## src/design/cse_pkg.sv

```systemverilog
// Shared types, constants and helpers for the C string escape encoder.
// No dependencies; used by every module of the block.
package cse_pkg;

    localparam int CHAR_BITS = 16;
    localparam int ESC_BITS  = 8;
    localparam int Q_DEPTH   = 4;
    localparam int Q_PTR_W   = $clog2(Q_DEPTH);
    localparam int Q_CNT_W   = $clog2(Q_DEPTH + 1);

    // Request kinds handed from the classifier to the emitter.
    localparam logic [1:0] KIND_PASS  = 2'd0;
    localparam logic [1:0] KIND_SHORT = 2'd1;
    localparam logic [1:0] KIND_HEX   = 2'd2;

    // Output positions within one escaped request.
    localparam logic [1:0] POS_FIRST  = 2'd0;
    localparam logic [1:0] POS_SECOND = 2'd1;
    localparam logic [1:0] POS_HIGH   = 2'd2;
    localparam logic [1:0] POS_LOW    = 2'd3;

    localparam logic [ESC_BITS-1:0] CH_BSLASH = 8'h5c;
    localparam logic [ESC_BITS-1:0] CH_X      = 8'h78;
    localparam logic [ESC_BITS-1:0] CH_SQUOTE = 8'h27;
    localparam logic [ESC_BITS-1:0] CH_DQUOTE = 8'h22;
    localparam logic [CHAR_BITS-1:0] CTRL_LIMIT = 16'h0020;

    typedef struct packed {
        logic [1:0]           kind;
        logic [CHAR_BITS-1:0] chr;
        logic [ESC_BITS-1:0]  esc;
    } cmd_t;

    // Upper-case ASCII hex digit for a nibble.
    function automatic logic [ESC_BITS-1:0] hex_digit(input logic [3:0] nib);
        logic [ESC_BITS-1:0] d;
        begin
            if (nib < 4'd10)
                d = 8'h30 + {4'd0, nib};
            else
                d = 8'h37 + {4'd0, nib};
            return d;
        end
    endfunction

endpackage

```

## src/design/c_string_escape_encoder.sv

```systemverilog
// Top level of the C string escape encoder.
// Depends on cse_pkg, cse_classify, cse_queue and cse_emit.
//
// Usage:
//   Slave stream: one 16-bit character per request on s_tdata; s_tuser high
//   marks the first character of a string and clears the hex-escape flag.
//   Master stream: one output character per request on m_tdata; m_tlast is
//   high on the final character produced for an input character.
//   Each input expands to 1 (plain), 2 (\n, \\, ...) or 4 (\xHH) characters.
//   Path: queue, then emitter request register cur_reg, then output register.
//   Throughput: the emitter produces one output character per cycle while
//   m_tready is high, so an input occupies the output for 1, 2 or 4 characters; up to 4 classified
//   requests buffer in the queue, so input is taken back to back while the
//   queue has room.
//   Reset (aresetn low, synchronous): queue emptied, output invalid, the
//   hex-escape flag cleared.
//   Stall: when m_tready is low the output register holds, the emitter waits,
//   and the queue fills; s_tready drops only once the queue is full.
module c_string_escape_encoder (
    input  logic                          aclk,
    input  logic                          aresetn,
    input  logic                          s_tvalid,
    output logic                          s_tready,
    input  logic [cse_pkg::CHAR_BITS-1:0] s_tdata,   // [15:0] in_char
    input  logic                          s_tuser,   // [0] start_of_string
    output logic                          m_tvalid,
    input  logic                          m_tready,
    output logic [cse_pkg::CHAR_BITS-1:0] m_tdata,   // [15:0] out_char
    output logic                          m_tlast    // last_of_run
);

    cse_pkg::cmd_t front_cmd;
    cse_pkg::cmd_t q_head;
    logic          q_full;
    logic          q_empty;
    logic          q_pop;
    logic          push;

    assign s_tready = !q_full;
    assign push     = s_tvalid && s_tready;

    cse_classify u_classify (
        .aclk            (aclk),
        .aresetn         (aresetn),
        .push            (push),
        .in_char         (s_tdata),
        .start_of_string (s_tuser),
        .cmd             (front_cmd)
    );

    cse_queue u_queue (
        .aclk     (aclk),
        .aresetn  (aresetn),
        .push     (push),
        .push_cmd (front_cmd),
        .full     (q_full),
        .pop      (q_pop),
        .empty    (q_empty),
        .head     (q_head)
    );

    cse_emit u_emit (
        .aclk     (aclk),
        .aresetn  (aresetn),
        .q_empty  (q_empty),
        .q_head   (q_head),
        .q_pop    (q_pop),
        .m_tvalid (m_tvalid),
        .m_tready (m_tready),
        .m_tdata  (m_tdata),
        .m_tlast  (m_tlast)
    );

    // An escape sequence is emitted without gaps once its first character goes out.
    a_run_contiguous: assert property (@(posedge aclk) disable iff (!aresetn)
        (m_tvalid && m_tready && !m_tlast) |=> m_tvalid)
        else $error("escape run broken by an idle cycle");

    // Output is empty right after reset.
    a_reset_empty: assert property (@(posedge aclk)
        !aresetn |=> !m_tvalid)
        else $error("output valid after reset");

    // A request is never popped from an empty queue.
    a_no_underflow: assert property (@(posedge aclk) disable iff (!aresetn)
        q_pop |-> !q_empty)
        else $error("queue underflow");

endmodule

```

## src/design/cse_classify.sv

```systemverilog
// Front end: classifies each accepted character and tracks the hex-escape flag.
// Depends on cse_pkg.
module cse_classify (
    input  logic                          aclk,
    input  logic                          aresetn,
    input  logic                          push,
    input  logic [cse_pkg::CHAR_BITS-1:0] in_char,
    input  logic                          start_of_string,
    output cse_pkg::cmd_t                 cmd
);

    logic after_hex_reg;
    logic after_hex_next;
    logic flag_eff;
    logic is_hex;
    logic [cse_pkg::ESC_BITS-1:0] esc;

    assign flag_eff = after_hex_reg & ~start_of_string;

    assign is_hex = (in_char >= 16'h0030 && in_char <= 16'h0039) ||
                    (in_char >= 16'h0061 && in_char <= 16'h0066) ||
                    (in_char >= 16'h0041 && in_char <= 16'h0046);

    always_comb begin
        unique case (in_char)
            16'h0007: esc = 8'h61;   // a
            16'h0008: esc = 8'h62;   // b
            16'h000c: esc = 8'h66;   // f
            16'h000a: esc = 8'h6e;   // n
            16'h000d: esc = 8'h72;   // r
            16'h0009: esc = 8'h74;   // t
            16'h000b: esc = 8'h76;   // v
            16'h005c: esc = cse_pkg::CH_BSLASH;
            16'h0027: esc = cse_pkg::CH_SQUOTE;
            16'h0022: esc = cse_pkg::CH_DQUOTE;
            default:  esc = 8'h00;
        endcase
    end

    always_comb begin
        cmd.chr = in_char;
        cmd.esc = esc;
        if (esc != 8'h00)
            cmd.kind = cse_pkg::KIND_SHORT;
        else if (in_char < cse_pkg::CTRL_LIMIT || (flag_eff && is_hex))
            cmd.kind = cse_pkg::KIND_HEX;
        else
            cmd.kind = cse_pkg::KIND_PASS;
    end

    assign after_hex_next = push ? (cmd.kind == cse_pkg::KIND_HEX) : after_hex_reg;

    always_ff @(posedge aclk) begin
        if (!aresetn)
            after_hex_reg <= 1'b0;
        else
            after_hex_reg <= after_hex_next;
    end

endmodule

```

## src/design/cse_queue.sv

```systemverilog
// Small FIFO of classified requests between front and back end.
// Depends on cse_pkg.
module cse_queue (
    input  logic          aclk,
    input  logic          aresetn,
    input  logic          push,
    input  cse_pkg::cmd_t push_cmd,
    output logic          full,
    input  logic          pop,
    output logic          empty,
    output cse_pkg::cmd_t head
);

    cse_pkg::cmd_t mem [cse_pkg::Q_DEPTH];
    logic [cse_pkg::Q_PTR_W-1:0] wr_ptr_reg, wr_ptr_next;
    logic [cse_pkg::Q_PTR_W-1:0] rd_ptr_reg, rd_ptr_next;
    logic [cse_pkg::Q_CNT_W-1:0] count_reg, count_next;

    assign full  = (count_reg == cse_pkg::Q_CNT_W'(cse_pkg::Q_DEPTH));
    assign empty = (count_reg == '0);
    assign head  = mem[rd_ptr_reg];

    always_comb begin
        wr_ptr_next = push ? wr_ptr_reg + 1'b1 : wr_ptr_reg;
        rd_ptr_next = pop  ? rd_ptr_reg + 1'b1 : rd_ptr_reg;
        count_next  = count_reg;
        if (push && !pop)
            count_next = count_reg + 1'b1;
        else if (pop && !push)
            count_next = count_reg - 1'b1;
    end

    always_ff @(posedge aclk) begin
        if (push)
            mem[wr_ptr_reg] <= push_cmd;
    end

    always_ff @(posedge aclk) begin
        if (!aresetn) begin
            wr_ptr_reg <= '0;
            rd_ptr_reg <= '0;
            count_reg  <= '0;
        end else begin
            wr_ptr_reg <= wr_ptr_next;
            rd_ptr_reg <= rd_ptr_next;
            count_reg  <= count_next;
        end
    end

endmodule

```

## src/design/cse_emit.sv

```systemverilog
// Back end: expands one request into one, two or four output characters.
// Depends on cse_pkg; drives the output register of the result stream.
module cse_emit (
    input  logic                          aclk,
    input  logic                          aresetn,
    input  logic                          q_empty,
    input  cse_pkg::cmd_t                 q_head,
    output logic                          q_pop,
    output logic                          m_tvalid,
    input  logic                          m_tready,
    output logic [cse_pkg::CHAR_BITS-1:0] m_tdata,
    output logic                          m_tlast
);

    cse_pkg::cmd_t cur_reg, cur_next;
    logic          cur_valid_reg, cur_valid_next;
    logic [1:0]    pos_reg, pos_next;
    logic          m_valid_reg, m_valid_next;
    logic [cse_pkg::CHAR_BITS-1:0] m_data_reg, m_data_next;
    logic          m_last_reg, m_last_next;

    logic          out_free;
    logic          emit;
    logic          is_last;
    logic [cse_pkg::CHAR_BITS-1:0] chr_out;

    assign out_free = !m_valid_reg || m_tready;
    assign emit     = cur_valid_reg && out_free;

    always_comb begin
        chr_out = '0;
        unique case (pos_reg)
            cse_pkg::POS_FIRST:
                chr_out = (cur_reg.kind == cse_pkg::KIND_PASS) ? cur_reg.chr :
                          cse_pkg::CHAR_BITS'(cse_pkg::CH_BSLASH);
            cse_pkg::POS_SECOND:
                chr_out = (cur_reg.kind == cse_pkg::KIND_HEX) ?
                          cse_pkg::CHAR_BITS'(cse_pkg::CH_X) :
                          cse_pkg::CHAR_BITS'(cur_reg.esc);
            cse_pkg::POS_HIGH:
                chr_out = cse_pkg::CHAR_BITS'(cse_pkg::hex_digit(cur_reg.chr[7:4]));
            cse_pkg::POS_LOW:
                chr_out = cse_pkg::CHAR_BITS'(cse_pkg::hex_digit(cur_reg.chr[3:0]));
            default: chr_out = '0;
        endcase
    end

    assign is_last = (cur_reg.kind == cse_pkg::KIND_PASS  && pos_reg == cse_pkg::POS_FIRST) ||
                     (cur_reg.kind == cse_pkg::KIND_SHORT && pos_reg == cse_pkg::POS_SECOND) ||
                     (pos_reg == cse_pkg::POS_LOW);

    // Fetch a new request when idle or when the current one finishes this cycle.
    assign q_pop = !q_empty && (!cur_valid_reg || (emit && is_last));

    always_comb begin
        cur_next       = cur_reg;
        cur_valid_next = cur_valid_reg;
        pos_next       = pos_reg;
        m_valid_next   = m_valid_reg && !m_tready;
        m_data_next    = m_data_reg;
        m_last_next    = m_last_reg;
        if (emit) begin
            m_valid_next = 1'b1;
            m_data_next  = chr_out;
            m_last_next  = is_last;
            pos_next     = pos_reg + 1'b1;
            if (is_last)
                cur_valid_next = 1'b0;
        end
        if (q_pop) begin
            cur_next       = q_head;
            cur_valid_next = 1'b1;
            pos_next       = cse_pkg::POS_FIRST;
        end
    end

    always_ff @(posedge aclk) begin
        cur_reg    <= cur_next;
        m_data_reg <= m_data_next;
        m_last_reg <= m_last_next;
    end

    always_ff @(posedge aclk) begin
        if (!aresetn) begin
            cur_valid_reg <= 1'b0;
            pos_reg       <= cse_pkg::POS_FIRST;
            m_valid_reg   <= 1'b0;
        end else begin
            cur_valid_reg <= cur_valid_next;
            pos_reg       <= pos_next;
            m_valid_reg   <= m_valid_next;
        end
    end

    assign m_tvalid = m_valid_reg;
    assign m_tdata  = m_data_reg;
    assign m_tlast  = m_last_reg;

endmodule
```

## config.mk

```make
export PLATFORM = sky130hd
export DESIGN_NAME = c_string_escape_encoder
export DESIGN_NICKNAME = d
export VERILOG_FILES = /design/src/design/cse_pkg.sv /design/src/design/c_string_escape_encoder.sv /design/src/design/cse_classify.sv /design/src/design/cse_queue.sv /design/src/design/cse_emit.sv
export SDC_FILE = /design/constraint.sdc
export NUM_CORES = 1
export LEC_CHECK = 0
export BUFFER_PORTS_ARGS = -buffer_cell sky130_fd_sc_hd__clkbuf_2
export CAP_MARGIN = 15
export CORE_MARGIN = 8
export CORE_UTILIZATION = 50
export DETAILED_ROUTE_END_ITERATION = 16
export GPL_TIMING_DRIVEN = 0
export PLACE_DENSITY = 0.65
export SETUP_SLACK_MARGIN = 0.02
export SYNTH_ARGS = -nofsm -noshare
export SYNTH_HDL_FRONTEND = slang
export SYNTH_HIERARCHICAL = 1
export SYNTH_SLANG_ARGS = --single-unit
```

## constraint.sdc

```tcl
create_clock -name aclk -period 4.8 [get_ports aclk]
set_input_delay 0 -clock aclk [delete_from_list [all_inputs] [get_ports aclk]]
set_output_delay 0 -clock aclk [all_outputs]
set_load 0.03 [all_outputs]
```

==> reports/metrics.csv, run 1 <==
metric,value,unit
Bufs on Longest Clock Path,2,
CTS tree,done,
CTS clock-pin slew for the worst setup and hold paths,0.06,ns
final hold violations,0,
Pwr Density,591,nW/µm²
first-pass GRT wire length,19.7,mm
most frequent cells in the layout,"147 x edfxtp_1, 39 x clkbuf_2, 20 x mux4_2, 19 x nor2_1, 18 x and2_1",
drt drc,0,
Mapped Nets,437,
Period minus WS final,2.72,ns
arrival time at the worst endpoint,3.06,ns
Synth Flop Type,edfxtp_1,
CP Max Fanout,11,
async set or reset register ratio after synthesis,0,%
final setup fails,0,
Post-Place Cells,622,
Netlist Area Pre-Place,6800,µm²
VDD IR max,0.000277,V
RSZ-0062 raised after global routing,no,
Synth top area share,64.9,%
fin crit share,56.7,%
crit-path leading delay family,adder cells,
"critical path, cell by cell",inv_1 > ha_1 > mux2i_1 > o21bai_2 > o2bb2ai_2 > inv_1 > ha_1 > inv_1 > fa_1 > xor2_1 > or3_1 > a21boi_0,
Max H-tree Level,4,
Cell Rows,42,
"non-filler cells, final",670,
Ports,40,
Post-synth EDFFs,147,
Placer Congestion,0.869,
Root Driver,clkbuf_16,
largest cells by area after synthesis,"edfxtp_1 65%, mux4_2 6.6%, dfxtp_1 4.1%",
worst-margin pin slew,0.890,ns
initial antenna violation count,1,
Resized cells post-CTS,0,
"commonest non-fill, non-tap cell in the layout",edfxtp_1,
distinct cell type count after synthesis,66,
global route total overflow,0,
#FFs+latches synth,161,
most frequent CP cell,inv_1,
Worst Setup End Kind,flip-flop,
Vias/cell,5.48,
Area Overhead vs Synth,19.0,%
critical path type,reg -> reg,
total CTS buffers,17,
Worst Hold Class,in -> reg,
core area,13200,µm²
total setup buffers inserted after CTS,0,
GRT Resource Usage Total,14.5,%
Die Ht,133,µm
Post-layout nets,514,
worst path buffer plus inverter count,3,
WL/cell,18.1,µm
Die W,133,µm
required time of the critical path,5.14,ns
largest net degree at the start of global routing,21,
"Seq/Total Area, Yosys",69.0,%
drt pass-1 iters,5,
clk_lat worst skew,0.42,ns
status,finished clean,
input/output buffers,38,
slowest cell delay on critical path,0.38,ns
vias in the first global route,3789,
Slew Limit Fails,0,
total power,0.00478,W
fmax,0.368,GHz
Layout Skew,0.00622,ns
Final TNS setup,0,ns
Yosys top cell by area,edfxtp_1,
leakage,2.85,nW
full die area,17600,µm²
cell at the slowest stage of the critical path,dfxtp_1,
DR vias,3670,
Largest register FFs,104,
drt total wl,12.1,mm
yosys warns,6,
Max-Cap Viols,0,
initial DRC count,282,
Routed Antenna Nets,0,
Post-Syn Area per Cell,16.9,µm²
CP Launch Type,flip-flop,
share of cells above drive strength 1,27.4,%
R2R Setup Slk,2.08,ns
CTS Sinks,161,
HPWL Detailed,8.13,mm
relative slew slack,40.7,%
initial core utilization,51.4,%
Cells after Synth,403,
-- synth_stat cells, drive strengths merged (4+ instances only) --
library cell	instances
mux4	26
nor2b	9
xor2	4
inv	15
a21oi	7
nand3	7
and2	18
nor3	7
edfxtp	147
mux2i	6
nor2	19
buf	25
o21ai	12
xnor2	5
dfxtp	14
ha	12
nand2	9
-- layout make-up --
class	count	area [µm²]
antenna	1	2.50
buffer	28	216
clock buffer	17	425
clock inverter	15	170
fill	1023	5150
inverter	15	56.3
multi-input combinational	199	1850
sequential	161	4690
tap	176	220
timing repair buffer	58	465
-- stage by stage --
| stage | hold slack (ns) | util [%] | setup WS (ns) | area (µm²) |
|---|---|---|---|---|
| floorplan | 0.118 | - | 1.67 | 6800 |
| global placement | 0.199 | 54.5 | 1.10 | 7210 |
| detailed placement | 0.207 | 55.5 | 2.05 | 7350 |
| CTS | 0.00226 | 61.1 | 2.04 | 8090 |
| global route | 0.0111 | 61.1 | 1.81 | 8100 |
| finish | 0.0196 | 61.1 | 2.08 | 8100 |
-- power by group --
| group | internal (W) | switching [W] | total, W |
|---|---|---|---|
| clock network | 0.000781 | 0.000553 | 0.00133 |
| logic | 0.000566 | 0.000769 | 0.00133 |
| registers | 0.00197 | 0.000148 | 0.00212 |
-- worst paths after layout --
kind | from | to | depth (start not counted)
setup / recovery | u_emit/pos_reg[1] | u_queue/count_reg[2] | 12
hold / removal | s_tdata[3] | u_queue/mem[2][11] | 2
hold reg to reg | u_emit/cur_reg[23] | u_emit/m_tdata[15] | 1
setup reg to reg | u_emit/pos_reg[1] | u_queue/count_reg[2] | 12
-- timing repair --
item	CTS	global route
endpoints found under the hold margin	58	0
hold buffers	15	0
endpoints found under the setup margin	0	0
-- layer usage --
layer | track usage (%) | share of wire, % | up-vias
met2 | 24.3 | 50 | 95
met4 | 6.44 | 2.0 | 0
met1 | 17.2 | 43 | 1831
met5 | 0 | 0 | -
met3 | 3.97 | 4.4 | 27
li1 | - | - | 1717
-- logic make-up after synthesis --
family	Yosys count	share of synthesized area, %
buffers and inverters	43	4.01
flip-flops	161	69.0
multiplexers	32	9.82
AO/OA/AOI/OAI	54	5.88
other	1	0.0551
XOR/XNOR	9	1.16
adder cells (fa/ha/maj)	13	2.50
AND/OR/NAND/NOR	90	7.58
(Power assumes the default switching activity.)
==> inputs of run 2 (changes only) <==
==> constraint.sdc (replaced) <==
create_clock -name aclk -period 2.8 [get_ports aclk]
set_input_delay 0 -clock aclk [delete_from_list [all_inputs] [get_ports aclk]]
set_output_delay 0 -clock aclk [all_outputs]
set_load 0.03 [all_outputs]
==> run 2 against run 1 <==
Effect of this change: the flow now finishes with violations (negative hold slack); worst setup slack lost 1.9 ns; largest power group unchanged; utilization increased by 0.49 points; non-clock buffer count grew 3; critical path depth stayed put; clock skew is 0.0076 ns higher; cell area up 0.80%; final cell count grew 0.45%; critical path type unchanged; combinational power rose by 76%; clock-buffer cell count unchanged; via count rose by 0.49%; power grew 77%.
==> reports/metrics.csv, run 2 (synthesis results as in run 1) <==
metric,value,unit
most frequent CP cell,inv_1,
R2R Setup Slk,0.20,ns
Worst Setup End Kind,flip-flop,
RSZ-0062 raised after global routing,yes,
CP Launch Type,flip-flop,
worst-margin pin slew,0.954,ns
Root Driver,clkbuf_16,
Largest register FFs,104,
CTS Sinks,161,
drt pass-1 iters,6,
Max H-tree Level,4,
Layout Skew,0.0139,ns
Slew Limit Fails,0,
GRT Resource Usage Total,14.7,%
global route total overflow,0,
initial core utilization,51.4,%
full die area,17600,µm²
Period minus WS final,2.60,ns
status,"complete, but fails checks",
Combinational Power Share,27.7,%
violations in the final reports,negative hold slack,
internal power,0.00590,W
register area,4690,µm²
final setup fails,0,
first-pass GRT wire length,19.7,mm
"commonest non-fill, non-tap cell in the layout",edfxtp_1,
clock share of power,29.5,%
Routed Antenna Nets,0,
leakage,2.89,nW
Area Overhead vs Synth,20.0,%
CTS tree,done,
relative slew slack,36.4,%
Fillers,1003,
multi-input logic area,1860,µm²
arrival time at the worst endpoint,2.95,ns
Final WS setup,0.198,ns
Die Ht,133,µm
total CTS buffers,17,
Vias/cell,5.48,
final hold violations,1,
Ports,40,
most frequent cells in the layout,"147 x edfxtp_1, 39 x clkbuf_2, 20 x mux4_2, 19 x nor2_1, 19 x buf_4",
required time of the critical path,3.15,ns
vias in the first global route,3698,
Cell Rows,42,
VDD IR max,0.000469,V
input/output buffers,38,
drt drc,0,
Psw,0.00257,W
share of cells above drive strength 1,28.2,%
"critical path, cell by cell",inv_1 > ha_1 > mux2i_1 > o21bai_2 > o2bb2ai_4 > inv_1 > ha_1 > inv_1 > fa_1 > xor2_1 > or3_1 > a21boi_0,
sw frac,30.3,%
"Core Util, Final",61.6,%
DP Worst Slack,0.0697,ns
slowest cell delay on critical path,0.38,ns
Bufs on Longest Clock Path,2,
initial antenna violation count,1,
Worst Hold Slack,-0.00992,ns
Post-layout nets,517,
fin crit share,92.9,%
total power,0.00847,W
clk_lat worst skew,0.43,ns
Placer Congestion,0.866,
CP Max Fanout,7,
cell at the slowest stage of the critical path,dfxtp_1,
DR vias,3688,
HPWL Detailed,8.06,mm
largest net degree at the start of global routing,21,
initial DRC count,306,
Worst Hold Class,in -> reg,
Max-Cap Viols,0,
WL/cell,18.3,µm
CTS clock-pin slew for the worst setup and hold paths,0.06,ns
Pwr Density,1040,nW/µm²
fmax,0.384,GHz
critical path type,reg -> reg,
drt total wl,12.3,mm
sequential share of power,42.8,%
core area,13200,µm²
Die W,133,µm
-- run 2: cell count changes in the layout (fill, tap and decap cells not counted), moves of 2 or more --
| cell | change |
|---|---|
| inv_8 | +2 |
| inv_6 | -2 |
| buf_16 | -2 |
| bufinv_16 | +2 |
| buf_4 | +2 |
| buf_8 | +2 |
-- run 2: final timing paths --
kind	from	end	cells past startpoint
min	aresetn	u_emit/m_tvalid	2
max reg2reg	u_emit/pos_reg[1]	u_queue/count_reg[2]	12
max	u_emit/pos_reg[1]	u_queue/count_reg[2]	12
min reg2reg	u_emit/cur_reg[21]	u_emit/m_tdata[13]	1
-- run 2: power groups by stage --
stage	sequential [W]	combinational [W]	clock (W)
after global placement	0.00367	0.00215	0
after CTS	0.00363	0.00231	0.00254
after floorplan	0.00384	0.00145	0
after detailed placement	0.00368	0.00228	0
after global routing	0.00368	0.00257	0.00263
final	0.00363	0.00234	0.00250
-- run 2: critical path: cells and delay by family (launching register included) --
family | cells | cell delay (ns)
xor gates and xnor gates | 1 | 0.16
AOI/OAI and AO/OA | 3 | 0.46
and+or+nand+nor | 1 | 0.30
buffers and inverters | 3 | 0.24
DFF | 1 | 0.38
muxes | 1 | 0.19
adders and majority gates | 3 | 0.82
-- run 2: area by class of cell --
type	count	share of cell area (%)
repair buffers	61	5.70
diodes	1	0.0307
flip-flops and latches	161	57.5
inverters	15	0.690
clock inverters	15	2.65
multi-input cells	199	22.8
clock buffers	17	5.21
well taps	176	2.70
plain buffers	28	2.65
-- run 2: metal layers --
layer  up-vias  routed length (µm)  track usage (%)
li1       1722                   -                -
met1      1841                5450             17.5
met2       102                6070             24.1
met3        23                 539             4.54
met4         0                 270             6.69
met5         -                   0                0
-- run 2: repair_timing --
item,in CTS,in global routing
buffers inserted,0,2
gates resized for setup,0,3
setup endpoints to repair,0,11
hold buffers,16,0
endpoints found under the hold margin,62,0
-- run 2: through the flow --
stage | TNS (ns) | std cells | cell area, µm²
after global routing | -0.00224 | 673 | 8160
after detailed placement | 0 | 622 | 7320
final | 0 | 673 | 8160
after floorplan | 0 | 403 | 6810
after CTS | 0 | 670 | 8130
after global placement | -0.119 | 617 | 7220
